<file path="src/rtl/sorted_timer_queue_assert.svh">
// ----------------------------------------------------------------------------
// Sorted timer queue assertion macros
// Shared property wrappers clocked on i_clk, disabled in reset.
// ----------------------------------------------------------------------------
`ifndef SORTED_TIMER_QUEUE_ASSERT_SVH
`define SORTED_TIMER_QUEUE_ASSERT_SVH

// same-cycle implication
`define STQ_ASSERT_NOW(lbl, ante, cons) \
    lbl: assert property (@(posedge i_clk) disable iff (!i_rst_n) (ante) |-> (cons)) \
        else $error("sorted timer queue check failed");

// next-cycle implication
`define STQ_ASSERT_NEXT(lbl, ante, cons) \
    lbl: assert property (@(posedge i_clk) disable iff (!i_rst_n) (ante) |=> (cons)) \
        else $error("sorted timer queue check failed");

`endif

</file>
<file path="src/rtl/stq_pkg.sv">
// ----------------------------------------------------------------------------
// Sorted timer queue package
// Item types, codes and default sizes shared by the queue cells and top level.
// ----------------------------------------------------------------------------
`default_nettype none

package stq_pkg;

    localparam int QUEUE_DEPTH_DEF = 16;
    localparam int ID_BITS_DEF     = 8;
    localparam int TIME_W          = 64;
    localparam int CFG_W           = 5;

    localparam logic [CFG_W-1:0] SERVICE_RESET = 5'd10;
    localparam logic [CFG_W-1:0] SERVICE_CAP   = 5'd16;
    localparam logic [CFG_W-1:0] SERVICE_MIN   = 5'd1;

    typedef enum logic [1:0] {
        K_ADD     = 2'd0,
        K_TICK    = 2'd1,
        K_SERVICE = 2'd2,
        K_UNUSED  = 2'd3
    } t_kind;

    typedef enum logic [1:0] {
        ST_ADDED   = 2'd0,
        ST_FULL    = 2'd1,
        ST_EXPIRED = 2'd2,
        ST_IDLE    = 2'd3
    } t_status;

    typedef struct packed {
        logic [1:0]  kind;
        logic [7:0]  timer_id;
        logic [31:0] delay;
    } t_in_item;

    typedef struct packed {
        logic [1:0] status;
        logic [7:0] expired_id;
        logic       last;
    } t_out_item;

    typedef struct packed {
        logic ins;
        logic pop;
    } t_cell_ctl;

    typedef enum logic [2:0] {
        S_IDLE = 3'b001,
        S_INS  = 3'b010,
        S_SVC  = 3'b100
    } t_state;

endpackage

`default_nettype wire

</file>
<file path="src/rtl/stq_cell.sv">
// ----------------------------------------------------------------------------
// Sorted timer queue cell
// One queue slot: compares its expiry with the key and shifts with neighbors.
// ----------------------------------------------------------------------------
`default_nettype none

module stq_cell #(
    parameter int ID_BITS = stq_pkg::ID_BITS_DEF
) (
    input  logic                      i_clk,
    input  stq_pkg::t_cell_ctl        i_ctl,
    input  logic                      i_occ,
    input  logic [stq_pkg::TIME_W-1:0] i_key,
    input  logic [ID_BITS-1:0]        i_new_hdl,
    input  logic                      i_prev_go,
    input  logic [stq_pkg::TIME_W-1:0] i_prev_exp,
    input  logic [ID_BITS-1:0]        i_prev_hdl,
    input  logic [stq_pkg::TIME_W-1:0] i_next_exp,
    input  logic [ID_BITS-1:0]        i_next_hdl,
    output logic                      o_go,
    output logic                      o_le,
    output logic [stq_pkg::TIME_W-1:0] o_exp,
    output logic [ID_BITS-1:0]        o_hdl
);
    import stq_pkg::*;

    logic [TIME_W-1:0]  r_exp, n_exp;
    logic [ID_BITS-1:0] r_hdl, n_hdl;

    assign o_go  = i_occ && (r_exp < i_key);
    assign o_le  = r_exp <= i_key;
    assign o_exp = r_exp;
    assign o_hdl = r_hdl;

    always_comb begin
        n_exp = r_exp;
        n_hdl = r_hdl;
        if (i_ctl.ins && !o_go) begin
            if (i_prev_go) begin
                n_exp = i_key;
                n_hdl = i_new_hdl;
            end else begin
                n_exp = i_prev_exp;
                n_hdl = i_prev_hdl;
            end
        end else if (i_ctl.pop) begin
            n_exp = i_next_exp;
            n_hdl = i_next_hdl;
        end
    end

    always_ff @(posedge i_clk) begin
        r_exp <= n_exp;
        r_hdl <= n_hdl;
    end

endmodule

`default_nettype wire

</file>
<file path="src/rtl/sorted_timer_queue.sv">
// ----------------------------------------------------------------------------
// Sorted timer queue
// Pending timers held in a row of shift cells, ordered by expiry tick.
// ----------------------------------------------------------------------------
// Add: expiry sum is registered on start, then parallel insert in S_INS.
// Tick, full add, unused kind: one result, registered directly from idle.
// Service: one result per due timer up to the limit, one head pop per cycle.
// Results are strobed for one cycle; busy is high while an item is in work.
// Reset (synchronous): queue empty, time zero, service limit 10.
`default_nettype none
`include "sorted_timer_queue_assert.svh"

module sorted_timer_queue #(
    parameter int QUEUE_DEPTH = stq_pkg::QUEUE_DEPTH_DEF,
    parameter int ID_BITS     = stq_pkg::ID_BITS_DEF
) (
    input  logic                     i_clk,
    input  logic                     i_rst_n,
    input  logic                     start,
    output logic                     busy,
    input  stq_pkg::t_in_item        i_item,
    output logic                     o_res_valid,
    output stq_pkg::t_out_item       o_res,
    input  logic                     i_cfg_valid,
    output logic                     o_cfg_ready,
    input  logic [stq_pkg::CFG_W-1:0] i_cfg_data
);
    import stq_pkg::*;

    localparam int CNT_W = $clog2(QUEUE_DEPTH + 1);

    t_state             r_state, n_state;
    logic [CNT_W-1:0]   r_count, n_count;
    logic [TIME_W-1:0]  r_time, n_time;
    logic [CFG_W-1:0]   r_cfg;
    logic [CFG_W-1:0]   r_left, n_left;
    logic [TIME_W-1:0]  r_key, n_key;
    logic [ID_BITS-1:0] r_id, n_id;
    logic               r_out_valid, n_out_valid;
    t_out_item          r_out, n_out;

    logic                     accept;
    logic [CFG_W-1:0]         limit;
    logic [TIME_W:0]          sum;
    logic [ID_BITS+7:0]       in_ext;
    logic [ID_BITS+7:0]       head_ext;
    logic [TIME_W-1:0]        cell_key;
    t_cell_ctl                ctl;
    logic                     head_exp;
    logic                     next_exp;

    logic [QUEUE_DEPTH-1:0]   occ;
    logic [QUEUE_DEPTH-1:0]   go;
    logic [QUEUE_DEPTH-1:0]   le;
    logic [TIME_W-1:0]        exp_q [QUEUE_DEPTH];
    logic [ID_BITS-1:0]       hdl_q [QUEUE_DEPTH];

    assign busy        = (r_state != S_IDLE);
    assign accept      = start && !busy;
    assign o_cfg_ready = 1'b1;
    assign o_res_valid = r_out_valid;
    assign o_res       = r_out;

    assign sum      = {1'b0, r_time} + {{(TIME_W - 32 + 1){1'b0}}, i_item.delay};
    assign in_ext   = {{ID_BITS{1'b0}}, i_item.timer_id};
    assign head_ext = {8'b0, hdl_q[0]};
    assign cell_key = (r_state == S_SVC) ? r_time : r_key;
    assign head_exp = occ[0] && le[0];
    assign next_exp = occ[1] && le[1];
    assign ctl.ins  = (r_state == S_INS);
    assign ctl.pop  = (r_state == S_SVC) && head_exp;

    always_comb begin
        if (r_cfg == '0) begin
            limit = SERVICE_MIN;
        end else if (r_cfg > SERVICE_CAP) begin
            limit = SERVICE_CAP;
        end else begin
            limit = r_cfg;
        end
    end

    for (genvar g = 0; g < QUEUE_DEPTH; g++) begin : g_cell
        logic               prev_go;
        logic [TIME_W-1:0]  prev_exp;
        logic [ID_BITS-1:0] prev_hdl;
        logic [TIME_W-1:0]  next_exp_v;
        logic [ID_BITS-1:0] next_hdl_v;

        assign occ[g] = (CNT_W'(g) < r_count);

        if (g == 0) begin : g_head
            assign prev_go  = 1'b1;
            assign prev_exp = r_key;
            assign prev_hdl = r_id;
        end else begin : g_body
            assign prev_go  = go[g-1];
            assign prev_exp = exp_q[g-1];
            assign prev_hdl = hdl_q[g-1];
        end

        if (g == QUEUE_DEPTH - 1) begin : g_tail
            assign next_exp_v = exp_q[g];
            assign next_hdl_v = hdl_q[g];
        end else begin : g_mid
            assign next_exp_v = exp_q[g+1];
            assign next_hdl_v = hdl_q[g+1];
        end

        stq_cell #(
            .ID_BITS (ID_BITS)
        ) u_cell (
            .i_clk      (i_clk),
            .i_ctl      (ctl),
            .i_occ      (occ[g]),
            .i_key      (cell_key),
            .i_new_hdl  (r_id),
            .i_prev_go  (prev_go),
            .i_prev_exp (prev_exp),
            .i_prev_hdl (prev_hdl),
            .i_next_exp (next_exp_v),
            .i_next_hdl (next_hdl_v),
            .o_go       (go[g]),
            .o_le       (le[g]),
            .o_exp      (exp_q[g]),
            .o_hdl      (hdl_q[g])
        );
    end

    always_comb begin
        n_state     = r_state;
        n_count     = r_count;
        n_time      = r_time;
        n_left      = r_left;
        n_key       = r_key;
        n_id        = r_id;
        n_out_valid = 1'b0;
        n_out       = r_out;

        unique case (r_state)
            S_IDLE: begin
                if (accept) begin
                    n_out.expired_id = 8'd0;
                    n_out.last       = 1'b1;
                    case (i_item.kind)
                        K_ADD: begin
                            if (r_count == CNT_W'(QUEUE_DEPTH)) begin
                                n_out_valid  = 1'b1;
                                n_out.status = ST_FULL;
                            end else begin
                                n_key   = sum[TIME_W] ? '1 : sum[TIME_W-1:0];
                                n_id    = in_ext[ID_BITS-1:0];
                                n_state = S_INS;
                            end
                        end
                        K_TICK: begin
                            if (r_time != '1) begin
                                n_time = r_time + TIME_W'(1);
                            end
                            n_out_valid  = 1'b1;
                            n_out.status = ST_IDLE;
                        end
                        K_SERVICE: begin
                            n_left  = limit;
                            n_state = S_SVC;
                        end
                        default: begin
                            n_out_valid  = 1'b1;
                            n_out.status = ST_IDLE;
                        end
                    endcase
                end
            end
            S_INS: begin
                n_count          = r_count + CNT_W'(1);
                n_out_valid      = 1'b1;
                n_out.status     = ST_ADDED;
                n_out.expired_id = 8'd0;
                n_out.last       = 1'b1;
                n_state          = S_IDLE;
            end
            S_SVC: begin
                n_out_valid = 1'b1;
                if (head_exp) begin
                    n_count          = r_count - CNT_W'(1);
                    n_left           = r_left - CFG_W'(1);
                    n_out.status     = ST_EXPIRED;
                    n_out.expired_id = head_ext[7:0];
                    n_out.last       = (r_left == CFG_W'(1)) || !next_exp;
                    if (n_out.last) begin
                        n_state = S_IDLE;
                    end
                end else begin
                    n_out.status     = ST_IDLE;
                    n_out.expired_id = 8'd0;
                    n_out.last       = 1'b1;
                    n_state          = S_IDLE;
                end
            end
            default: begin
                n_state = S_IDLE;
            end
        endcase
    end

    always_ff @(posedge i_clk) begin
        if (!i_rst_n) begin
            r_state     <= S_IDLE;
            r_count     <= '0;
            r_time      <= '0;
            r_cfg       <= SERVICE_RESET;
            r_out_valid <= 1'b0;
        end else begin
            r_state     <= n_state;
            r_count     <= n_count;
            r_time      <= n_time;
            r_out_valid <= n_out_valid;
            if (i_cfg_valid && o_cfg_ready) begin
                r_cfg <= i_cfg_data;
            end
        end
    end

    always_ff @(posedge i_clk) begin
        r_left <= n_left;
        r_key  <= n_key;
        r_id   <= n_id;
        r_out  <= n_out;
    end

    `STQ_ASSERT_NOW(a_count_bound, 1'b1, r_count <= CNT_W'(QUEUE_DEPTH))
    `STQ_ASSERT_NEXT(a_pop_count, (r_state == S_SVC) && head_exp, r_count == $past(r_count) - CNT_W'(1))
    `STQ_ASSERT_NEXT(a_insert_done, r_state == S_INS, o_res_valid && o_res.last && !busy)
    `STQ_ASSERT_NEXT(a_time_mono, 1'b1, r_time >= $past(r_time))

endmodule

`default_nettype wire

</file>
<file path="config.mk">
export PLATFORM = sky130hd
export DESIGN_NAME = sorted_timer_queue
export DESIGN_NICKNAME = d
export VERILOG_FILES = /design/src/rtl/stq_pkg.sv /design/src/rtl/stq_cell.sv /design/src/rtl/sorted_timer_queue.sv
export VERILOG_INCLUDE_DIRS = /design/src /design/src/rtl
export SDC_FILE = /design/constraint.sdc
export NUM_CORES = 2
export LEC_CHECK = 0
export ABC_AREA = 1
export BUFFER_PORTS_ARGS = -buffer_cell sky130_fd_sc_hd__buf_2
export CAP_MARGIN = 30
export CORE_MARGIN = 2
export CORE_UTILIZATION = 41
export CTS_CLUSTER_DIAMETER = 120
export DETAILED_ROUTE_END_ITERATION = 10
export PLACE_DENSITY = 0.64
export REMOVE_ABC_BUFFERS = 1
export SLEW_MARGIN = 20
export SYNTH_ARGS = -nofsm -noshare
export SYNTH_HDL_FRONTEND = slang
export SYNTH_HIERARCHICAL = 1
export SYNTH_SLANG_ARGS = --single-unit
</file>
<file path="constraint.sdc">
create_clock -name i_clk -period 7.81 [get_ports i_clk]
set_clock_uncertainty 0.15 [all_clocks]
set_input_delay 0 -clock i_clk [delete_from_list [all_inputs] [get_ports i_clk]]
set_output_delay 0 -clock i_clk [all_outputs]
set_load 0.01 [all_outputs]
</file>
==> run summary <==
First-pass GRT wire length: 566,000 microns
WS Path Type: flop to flop
HP Class: input port to flop
CP Cell Sequence: nor2_1 > nand2_4 > buf_12 > o21ai_2 > buf_4 > buf_4 > inv_1 > ha_1 > a21oi_1 > o21ai_0 > nor2_1 > nand4_2 > nand2_2 > nand3_4 > inv_4 > buf_12 > mux2_2 > nand3_2 > nand2_1
Period utilization: 78.8%
Clk pin slew, worst setup/hold paths: 70 ps
Mapped Cells: 14.3k
Setup Fix Bufs, Post-CTS: 0
Setup_tns: 0 ps
Leakage power: 0.0570 uW
Syn_area_per_cell: 7.94 sq um
Worst Path Max Fanout: 97
Reg2Reg Setup Slack: 1650 ps
CTS HTree Levels: 4
RSZ-0062 raised after global routing: false
Buf/Inv on CP: 6
GR Util met3: 5.60%
Final ANT Viol Nets: 0
GPL Wtd Cong: 1.01
Number of fill cells in the layout: 27.5k
Overflow after GRT: 0
VDD IR max: 220 uV
Met2 Usage GRT: 37.3%
Wire per inst: 21.1 microns
Met1 layer usage reported by global route: 39.1%
Layout cell share with drive strength beyond 1: 16.6%
Delay-heaviest family, CP: buffers and inverters
Worst path depth: 19
Antenna violations before repair: 12
I/O Pins: 65
Nets@finish: 15.3k
Outcome: complete, no violations
Req. time, crit path: 8240 ps
Max Cap Viol: 0
CP Launch Type: flop
Post-DP HPWL: 288,000 microns
Total number of vias: 95.6k
Minimum clock period after layout: 6160 ps
Yosys warnings: 6
Row count: 192
Gr busiest metal: met1
Worst setup EP type: flop
Cells on Worst Hold Path: 5
Die width: 530 microns
DRC violations left: 0
Final wirelength: 379,000 microns
Initial Util: 41.3%
Fin. max-slew vios: 0
Largest net degree at the start of global routing: 136
Reg2reg path depth: 19
# resized after CTS: 0
Synthesized area: 113,000 sq um
Vias in the first global route: 88.9k
Clock Latency Late Sink: 870 ps
Vias per cell: 5.31
Initial detailed-routing violation count: 11.1k
Total GRT Usage: 26.4%
TritonCTS Buffers: 163
Root Buffer: clkbuf_16
Worst stage delay on the critical path: 880 ps
Rel. slew slack: 24.9%
CTS tree: yes
Worst EP arrival: 6590 ps
Hold buffers post-CTS: 88
Hold slack: 96.9 ps
Slowest-stage cell, CP: o21ai_2
Tightest Pin Transition: 1120 ps
Area Growth Syn to Fin: 7.18%
DRT Pass-1 Iters: 6
Input/output buffers: 63
Pwr dens: 164 nW/um^2
Chip height: 530 microns
Die ar.: 280,000 sq um
Core area: 274,000 sq um
Num Clock Sinks: 1,318
CTS Buffer Depth: 3
Final hold vios: 0
Fmax: 162 MHz
Count of final setup violators: 0
[layout make-up]
type | count | area (sq um) | area share, %
clock buffers | 214 | 4380 | 3.61
well taps | 3686 | 4610 | 3.80
diodes | 6 | 15.0 | 0.0124
clock inverters | 81 | 822 | 0.677
multi-input cells | 10600 | 62700 | 51.7
inverters | 1725 | 6520 | 5.37
repair buffers | 395 | 3530 | 2.91
flip-flops and latches | 1318 | 38800 | 32.0
[flip-flops by register name, indices dropped and copies added, names as in the netlist, 3 cells and up]
signal,count
g_cell.u_cell/o_exp,1024
g_cell.u_cell/o_hdl,128
r_left,5
r_state,3
g_cell.prev_hdl,8
r_time,64
r_count,5
g_cell.prev_exp,64
r_cfg,5
o_res,11
[cell usage in the layout (no fill, tap or decap), types with 164 or more instances in the layout]
master,n
inv_1,1605
buf_4,201
nor2_1,1445
nand3_2,1121
clkbuf_16,164
ha_1,1063
nand3_1,258
edfxtp_1,1240
nand2_1,4288
a21oi_1,1426
[tightest hold or removal path, stage by stage]
cell and delay (ps):
dlygate4sd3_1 530, buf_2 110, ha_1 220, nand2_1 80, nand3_1 70
[per-layer routing]
metal | share of wire, % | vias up
met5 | 0.048 | -
met3 | 10 | 602
met1 | 46 | 44500
met4 | 3.9 | 10
met2 | 40 | 3952
li1 | - | 46500
[stage by stage]
| step | cell area (sq um) | total power, uW | std cells | setup slack, ps | util, % |
|---|---|---|---|---|---|
| floorplan | 108000 | 12300 | 13600 | -36280 | - |
| global placement | 115000 | 12200 | 17600 | 1950 | 42.0 |
| detailed placement | 115000 | 12300 | 17600 | 1810 | 42.0 |
| CTS | 121000 | 19900 | 18000 | 1780 | 44.2 |
| global route | 121000 | 20800 | 18000 | 1610 | 44.3 |
| finish | 121000 | 19900 | 18000 | 1650 | 44.3 |
[worst paths after layout]
check,startpoint,to
max reg2reg,r_state[0],g_cell[2].u_cell/o_hdl[2]
max,r_state[0],g_cell[2].u_cell/o_hdl[2]
min,i_item[21],g_cell[0].prev_exp[21]
min reg2reg,r_time[41],r_time[41]
[where the power goes]
| part | total (uW) | internal (uW) | switching [uW] |
|---|---|---|---|
| registers | 8560 | 8220 | 342 |
| logic | 3780 | 1170 | 2610 |
| clock network | 7600 | 4240 | 3360 |
| total | 19900 | 13600 | 6310 |
(Power assumes the default switching activity.)
